## config.mk

```make
export PLATFORM = sky130hd
export DESIGN_NAME = tpem_ctrl
export DESIGN_NICKNAME = d
export VERILOG_FILES = /design/src/sv/tpem_pkg.sv /design/src/sv/tpem_ctrl.sv
export SDC_FILE = /design/constraint.sdc
export NUM_CORES = 1
export LEC_CHECK = 0
export BUFFER_PORTS_ARGS = -buffer_cell sky130_fd_sc_hd__buf_2
export CAP_MARGIN = 10
export CORE_MARGIN = 4
export CORE_UTILIZATION = 46
export CTS_CLUSTER_SIZE = 10
export DETAILED_ROUTE_END_ITERATION = 10
export PLACE_DENSITY = 0.82
export RECOVER_POWER = 50
export SLEW_MARGIN = 20
export SYNTH_ARGS = -nofsm -noshare
export SYNTH_HDL_FRONTEND = slang
export SYNTH_SLANG_ARGS = --single-unit
export TNS_END_PERCENT = 1
```

## constraint.sdc

```tcl
create_clock -name clk -period 2.2 [get_ports clk]
set_input_delay 0.44 -clock clk [delete_from_list [all_inputs] [get_ports clk]]
set_output_delay 0.44 -clock clk [all_outputs]
set_load 0.05 [all_outputs]
```

## src/sv/tpem_pkg.sv

```systemverilog
// Package: shared constants, opcodes and controller/datapath interface types.
package tpem_pkg;
  localparam int MaxNodes = 64;
  localparam int NodeW = 6;
  localparam int MaskW = 63;

  typedef enum logic [1:0] {
    OP_CLEAR = 2'd0,
    OP_ADD   = 2'd1,
    OP_QUERY = 2'd2,
    OP_NONE  = 2'd3
  } op_t;

  typedef struct packed {
    logic load;      // capture input item
    logic clr_step;  // clear one neighbour row
    logic add_rd;    // read row b while row a is captured
    logic add_a;     // or bit b into row a, write edge table
    logic add_b;     // or bit a into row b
    logic bfs_init;
    logic bfs_pop;   // read next queued node
    logic bfs_fetch; // latch popped node, read its row
    logic bfs_scan;  // process one neighbour candidate
    logic walk_rd;   // start edge table read for current node
    logic walk_acc;  // accumulate edge bit, step to parent
    logic res_zero;  // result: mask 0, reach from status
    logic res_load;  // result: accumulated mask, reach 1
  } cmd_t;

  typedef struct packed {
    op_t  op;
    logic in_range;
    logic equal;
    logic clr_done;
    logic q_empty;
    logic at_goal;
    logic scan_done;
    logic goal_seen;
    logic at_root;
  } sts_t;
endpackage

```

## src/sv/tpem_ctrl.sv

```systemverilog
// Controller: sequences clear, add, search and walk-back.
module tpem_ctrl (
  input  logic          clk,
  input  logic          rst,
  input  logic          in_fire,
  input  logic          out_free,
  input  tpem_pkg::sts_t sts,
  output tpem_pkg::cmd_t cmd,
  output logic          busy
);
  import tpem_pkg::*;

  typedef enum logic [11:0] {
    S_IDLE = 12'b000000000001,
    S_DEC  = 12'b000000000010,
    S_CLR  = 12'b000000000100,
    S_ADDA = 12'b000000001000,
    S_ADDB = 12'b000000010000,
    S_POP  = 12'b000000100000,
    S_POPW = 12'b000001000000,
    S_SCAN = 12'b000010000000,
    S_WRD  = 12'b000100000000,
    S_WPAR = 12'b001000000000,
    S_WACC = 12'b010000000000,
    S_RES  = 12'b100000000000
  } state_t;

  state_t state, state_next;
  logic   hit, hit_next;

  // reset enters the clearing pass over all neighbour rows
  always_ff @(posedge clk) begin
    if (rst) begin
      state <= S_CLR;
      hit   <= 1'b0;
    end else begin
      state <= state_next;
      hit   <= hit_next;
    end
  end

  always_comb begin
    cmd = '0;
    state_next = state;
    hit_next = hit;
    busy = (state != S_IDLE);
    unique case (state)
      S_IDLE: begin
        if (in_fire) begin
          cmd.load = 1'b1;
          state_next = S_DEC;
        end
      end
      S_DEC: begin
        unique case (sts.op)
          OP_CLEAR: state_next = S_CLR;
          OP_ADD: begin
            if (sts.in_range) begin
              cmd.add_rd = 1'b1;
              state_next = S_ADDA;
            end else state_next = S_IDLE;
          end
          OP_QUERY: begin
            if (!sts.in_range) begin
              hit_next = 1'b0;
              state_next = S_RES;
            end else if (sts.equal) begin
              hit_next = 1'b1;
              state_next = S_RES;
            end else begin
              cmd.bfs_init = 1'b1;
              state_next = S_POP;
            end
          end
          default: state_next = S_IDLE;
        endcase
      end
      S_CLR: begin
        cmd.clr_step = 1'b1;
        if (sts.clr_done) state_next = S_IDLE;
      end
      S_ADDA: begin
        cmd.add_a = 1'b1;
        state_next = S_ADDB;
      end
      S_ADDB: begin
        cmd.add_b = 1'b1;
        state_next = S_IDLE;
      end
      S_POP: begin
        if (sts.q_empty || sts.at_goal) begin
          if (sts.goal_seen) state_next = S_WRD;
          else begin
            hit_next = 1'b0;
            state_next = S_RES;
          end
        end else begin
          cmd.bfs_pop = 1'b1;
          state_next = S_POPW;
        end
      end
      S_POPW: begin
        cmd.bfs_fetch = 1'b1;
        state_next = S_SCAN;
      end
      S_SCAN: begin
        cmd.bfs_scan = 1'b1;
        if (sts.scan_done) state_next = S_POP;
      end
      S_WRD: begin
        if (sts.at_root) begin
          hit_next = 1'b1;
          state_next = S_RES;
        end else state_next = S_WPAR;
      end
      S_WPAR: begin
        cmd.walk_rd = 1'b1;
        state_next = S_WACC;
      end
      S_WACC: begin
        cmd.walk_acc = 1'b1;
        state_next = S_WRD;
      end
      S_RES: begin
        if (out_free) begin
          if (hit && sts.goal_seen && !sts.equal) cmd.res_load = 1'b1;
          else cmd.res_zero = 1'b1;
          state_next = S_IDLE;
        end
      end
      default: state_next = S_IDLE;
    endcase
  end
endmodule

```

==> impl_metrics.json, run 1 <==
{
  "syn_area_sq_um": 851,
  "met2_usage_pct": 46.6,
  "period_needed_ns": 2.50,
  "synth_top_family_by_area": "simple AND/OR/NAND/NOR gates",
  "switching_share_pct": 31.9,
  "antenna_found_initial": 0,
  "finalSetupViolCount": 21,
  "antenna_left": 0,
  "nNetsFinal": 171,
  "synthTopCellsByCount": "dfxtp_1 (13), nor2_1 (12), nor3_1 (6)",
  "maxSlewViolCount": 0,
  "startpoint": "state[2]",
  "postCtsSetupBuffers": 0,
  "cts_num_sinks": 13,
  "cts_tree": "done",
  "synth_top_area_share_pct": 30.6,
  "power_frac_comb_pct": 24.8,
  "yosys_most_used_dff": "dfxtp_1",
  "io_buffers": 27,
  "dp_hpwl_um": 2160,
  "yosysMostFrequentCell": "dfxtp_1",
  "core_sq_mm": 0.00175,
  "rr_startpoint": "state[2]",
  "overflow": 0,
  "wirelength_um": 3240,
  "synth_edf_count": 0,
  "grt_pass1_wl_um": 5150,
  "finalCritPeriodShare_pct": 114,
  "cp_max_fo": 3,
  "power_density_mw_per_mm2": 387,
  "clock_skew_ns": 0.00704,
  "peakVddDrop_mv": 0.381,
  "fmax_ghz": 0.400,
  "grt_max_degree": 9,
  "synth-xor-area-share_pct": 2.06,
  "die_w_um": 51.0,
  "use_met1_pct": 30.6,
  "yosysWarnings": 0,
  "place_congestion": 0.948,
  "place_area_sq_mm": 0.00120,
  "relSlewSlack_pct": 68.8,
  "grtUsageTotal_pct": 26.4,
  "yosys.area_share.simple_pct": 50.9,
  "seqPwrFrac_pct": 45.5,
  "hold_viol": 0,
  "synthArstFlopShare_pct": 0,
  "insertion_delay_ns": 0.29,
  "num_vias": 1091,
  "synth_cells": 103,
  "wl_per_cell_um": 17.9,
  "yosysTopAreaCell": "dfxtp_1",
  "num_rows": 15,
  "grt_use_met3_pct": 4.08,
  "synth-adder-area-share_pct": 0,
  "critPathKind": "reg -> out",
  "register_area_sq_um": 263,
  "grt_busiest_layer": "met2",
  "start_util_pct": 48.7,
  "r2r_cells": 8,
  "p_clk_share_pct": 29.7,
  "ys_seq_elements": 13,
  "fin_hold_ws_ns": 0.351,
  "worst_pin_slew_ns": 0.466,
  "cp.required_ns": 1.76,
  "ys_seq_area_share_pct": 30.6,
  "power.switching_uw": 170,
  "grt_pass1_vias": 1091,
  "rsz0062_at_grt": "true",
  "layout-drive-gt1-share_pct": 48.7,
  "synth_compound_area_share_pct": 13.4,
  "dieArea_sq_mm": 0.00260,
  "p_leak_uw": 0.000596,
  "p_int_uw": 362,
  "hold_class": "in -> reg",
  "drcViolationCount": 0,
  "clk_pin_slew_ns": 0.09,
  "area_delta_synth_final_pct": 61.3,
  "clockBufferDepth": 2,
  "multi_input_area_sq_um": 641,
  "cts_max_level": 1,
  "worst_setup_path_start_kind": "flip-flop",
  "n_fill_cell": 122,
  "synth_mux_area_share_pct": 0,
  "timing.reg2reg.setup_slack_ns": -0.12,
  "setup_ws_ns": -0.299,
  "synth_fp_nets": 117,
  "io_pins": 28,
  "worstPathArrival_ns": 2.06,
  "syn_area_per_cell_sq_um": 8.26,
  "finalInstanceArea_sq_mm": 0.00137,
  "yosysUniqueCellTypes": 39,
  "r2r-end": "state[10]",
  "violations": "negative setup slack",
  "vias_per_cell": 6.03,
  "die_y_um": 51.0,
  "max_cap_viol_count": 0,
  "dr.pass1.iters": 4,
  "cts_root_buf": "clkbuf_4",
  "diodes": 0,
  "outcome": "finished, violations left",
  "endpoint": "cmd[2]",
  "drt_iter0_drc": 39,
  "cts_inserted_buffers": 3,
  "cp-end-kind": "primary output",
  "synthTopCellsByArea": "dfxtp_1 (31%), nor2_1 (5.3%), nor4b_1 (4.1%)"
}
## sequential cells by signal (all words and copies together) (netlist names)
| name | flops |
|---|---|
| state | 12 |
| hit | 1 |
## stage by stage
step	util (%)	instances	total power (uW)	setup WS (ns)	setup TNS [ns]
floorplan	-	103	310	-0.353	-2.04
global placement	69.0	177	360	-0.0236	-0.0245
detailed placement	69.0	177	362	-0.0689	-0.131
CTS	77.9	181	530	-0.269	-1.56
global route	78.6	181	550	-0.358	-4.62
finish	78.6	181	531	-0.299	-3.75
## what timing repair did
action	4_1_cts	5_1_grt
setup endpoints to repair	14	14
pin swaps	7	3
hold buffers	0	0
endpoints found under the hold margin	0	0
cloned	0	0
resized for setup	37	7
## worst max-delay path, stage by stage, from the launching register on
cell     delay [ns]
dfxtp_1        0.32
or4_4          0.54
or3_4          0.44
nor4b_4        0.26
buf_6          0.20
## per-layer routing
metal  share of wire, %  wire (um)  vias up
met5                  0          0        -
met4                2.0         66        0
met3                6.7        218        7
met2                 52       1690       58
met1                 39       1270      521
li1                   -          -      505
## power by group through the flow
stage          clock network (uW)  logic [uW]  registers (uW)
5_1_grt                       169         139             242
2_1_floorplan                   0        58.7             251
3_5_place_dp                    0         116             247
4_1_cts                       158         130             241
3_3_place_gp                    0         114             247
6_report                      158         132             242
## cell usage in the layout (no fill, tap or decap), types with 3 or more instances in the layout
cell       n
nor2b_1    3
nor3_1     3
dfxtp_1   11
clkbuf_4   3
and3_1     3
inv_1      4
nand2b_1   3
buf_4     22
nand4_1    3
nor2_1     9
nor4_1     4
nand2_1    4
buf_6     13
o21ai_0    5
a21oi_1    4
nor4b_1    4
or4_4      3
nor3_2     4
nor2_2     3
buf_2     13
## cell families (layout without fill, tap and decap cells)
group           count (synthesis)  in the layout
xor+xnor                        2              2
flops                          13             13
buf+inv                         5             58
compound gates                 17             17
simple gates                   66             66
## area by class of cell
class	count	area share [%]
clock buffer	3	1.64
clock inverter	1	0.365
inverter	4	1.09
multi-input combinational	85	46.7
sequential	13	19.1
tap	25	2.28
timing repair buffer	50	28.8
## worst min-delay path by stage
stage | start | endpoint | cells past startpoint
6_report | sts[4] | state[6] | 2
5_1_grt | sts[0] | state[9] | 2
4_1_cts | sts[0] | state[9] | 2
3_5_place_dp | state[8] | state[10] | 1
3_3_place_gp | state[8] | state[10] | 1
2_1_floorplan | rst | state[7] | 1
Power figures use the tool's default switching activity.
==> run 2, diff against run 1 <==
--- a/config.mk
+++ b/config.mk
@@ -7,11 +7,13 @@
 export LEC_CHECK = 0
 export BUFFER_PORTS_ARGS = -buffer_cell sky130_fd_sc_hd__buf_2
 export CAP_MARGIN = 10
+export CELL_PAD_IN_SITES_DETAIL_PLACEMENT = 0
+export CELL_PAD_IN_SITES_GLOBAL_PLACEMENT = 1
 export CORE_MARGIN = 4
-export CORE_UTILIZATION = 46
+export CORE_UTILIZATION = 35
 export CTS_CLUSTER_SIZE = 10
 export DETAILED_ROUTE_END_ITERATION = 10
-export PLACE_DENSITY = 0.82
+export PLACE_DENSITY = 0.85
 export RECOVER_POWER = 50
 export SLEW_MARGIN = 20
 export SYNTH_ARGS = -nofsm -noshare
==> run 2 against run 1 <==
  * The flow still finishes with violations (negative setup slack)
  * Register-to-register slack improved by 0.34 ns
  * Flip-flop and latch count is the same
  * Sequential share of layout area fell by 0.35 points
  * Highest routed layer unchanged
  * Hold slack about the same
  * Critical path type unchanged
  * Cell count up 2.2%
==> impl_metrics.json, run 2 (synthesized netlist as in run 1, its figures left out) <==
{
  "power_density_mw_per_mm2": 368,
  "io_pins": 28,
  "num_rows": 17,
  "cp_max_fo": 3,
  "outcome": "finished, violations left",
  "peakVddDrop_mv": 0.250,
  "cp_top_family": "simple AND/OR/NAND/NOR gates",
  "finalSetupViolCount": 12,
  "io_buffers": 27,
  "dr.pass1.iters": 4,
  "die_y_um": 57.3,
  "start_util_pct": 37.7,
  "grtUsageTotal_pct": 18.5,
  "register_area_sq_um": 269,
  "place_congestion": 0.848,
  "largest-register": "state",
  "worst_setup_path_start_kind": "flip-flop",
  "worst_pin_slew_ns": 0.484,
  "diodes": 0,
  "die_w_um": 57.3,
  "grt_pass1_wl_um": 4710,
  "multi_input_area_sq_um": 668,
  "hold_class": "in -> reg",
  "final_common_cell": "buf_4",
  "finalCritPeriodShare_pct": 111,
  "crit_path_max_incr_delay_ns": 0.52,
  "met1_length_um": 1240,
  "wl_per_cell_um": 15.0,
  "cp.buffers_inverters": 1,
  "area_delta_synth_final_pct": 68.2,
  "violations": "negative setup slack",
  "max_cap_viol_count": 0,
  "antenna_found_initial": 0,
  "grt_max_degree": 8,
  "cp-end-kind": "primary output",
  "cts_tree": "done",
  "dieArea_sq_mm": 0.00328,
  "nNetsFinal": 172,
  "clk_pin_slew_ns": 0.09,
  "largest_register_ffs": 12,
  "drcViolationCount": 0,
  "crit_path_cell_trace": "or4_4, or3_4, nor4b_4, buf_6",
  "fmax_ghz": 0.408,
  "cts_inserted_buffers": 3,
  "cts_root_buf": "clkbuf_4",
  "wirelength_um": 2780,
  "maxSlewViolCount": 0,
  "place_area_sq_mm": 0.00121,
  "mostFrequentLayoutCells": "buf_4 (22), buf_6 (14), buf_2 (13), nor2_1 (9), dfxtp_1 (8)",
  "overflow": 0,
  "wl_met3_um": 168,
  "relSlewSlack_pct": 67.7,
  "num_vias": 1046,
  "period_needed_ns": 2.45,
  "hold_viol": 0,
  "vias_per_cell": 5.65,
  "clock_skew_ns": 0.00897,
  "clockBufferDepth": 2,
  "setup_ws_ns": -0.252,
  "core_sq_mm": 0.00225,
  "crit_slowest_cell": "or4_4",
  "grt_pass1_vias": 1019,
  "finalInstanceArea_sq_mm": 0.00143,
  "rsz0062_at_grt": "true",
  "setup_tns_ns": -1.67,
  "worstPathArrival_ns": 2.01,
  "wl_met2_um": 1320,
  "top_layer": "met4",
  "layout-drive-gt1-share_pct": 52.2,
  "top_regs": "state (12), hit (1)",
  "dp_hpwl_um": 2170,
  "cts_max_level": 1,
  "drt_iter0_drc": 27,
  "insertion_delay_ns": 0.29,
  "antenna_left": 0,
  "cts_num_sinks": 13,
  "cp.required_ns": 1.76,
  "n_fill_cell": 194,
  "p_leak_uw": 0.000608,
  "ctsHoldBuffers": 0,
  "critPathKind": "reg -> out"
}
-- run 2: worst register-to-register path, delay by kind of cell, from the launching register on --
| kind | cells | cell delay, ns |
|---|---|---|
| AND/OR/NAND/NOR | 5 | 1.40 |
| buffers and inverters | 1 | 0.13 |
| flip-flops | 1 | 0.33 |
-- run 2: area by class of cell --
type	instances	share of cell area [%]
Tap cell	28	2.45
Sequential cell	13	18.8
Inverter	4	1.05
Multi-Input combinational cell	85	46.7
Clock buffer	4	1.84
Timing Repair Buffer	51	29.2
-- run 2: per-stage QoR --
stage                     hold slack [ns]  instances  util (%)  setup slack (ns)  power (uW)
final                               0.352        185      63.5            -0.252         527
after global placement              0.600        180      53.6           -0.0385         357
after global routing                0.349        185      63.5            -0.319         558
after floorplan                     0.509        103         -            -0.353         310
after CTS                           0.344        184      60.7            -0.256         524
after detailed placement            0.614        180      53.6           -0.0711         358
-- run 2: metal layers --
layer / track usage [%] / vias to the layer above
met5: 0 / -
met4: 7.95 / 0
met3: 2.71 / 5
met2: 28.9 / 45
met1: 25.2 / 492
li1: - / 504
-- run 2: where the power goes --
part | switching (uW) | total [uW] | leakage (uW) | internal (uW)
sequential | 2.52 | 241 | 0.000108 | 238
combinational | 73.4 | 132 | 0.000486 | 58.4
clock | 84.2 | 155 | 0.0000150 | 70.4
-- run 2: path summary, 6_finish.rpt --
| kind | start | slack (ns) | depth (start not counted) | to |
|---|---|---|---|---|
| hold / removal | sts[0] | 0.35 | 2 | state[9] |
| hold reg to reg | state[8] | 0.62 | 2 | state[10] |
| setup reg to reg | state[2] | 0.22 | 6 | state[4] |
| setup / recovery | state[5] | -0.25 | 4 | cmd[2] |
-- run 2: timing repair --
action / CTS / global route
resized for setup: 38 / 15
buffers inserted: 0 / 1
pin swaps: 5 / 5
endpoints found under the setup margin: 14 / 14
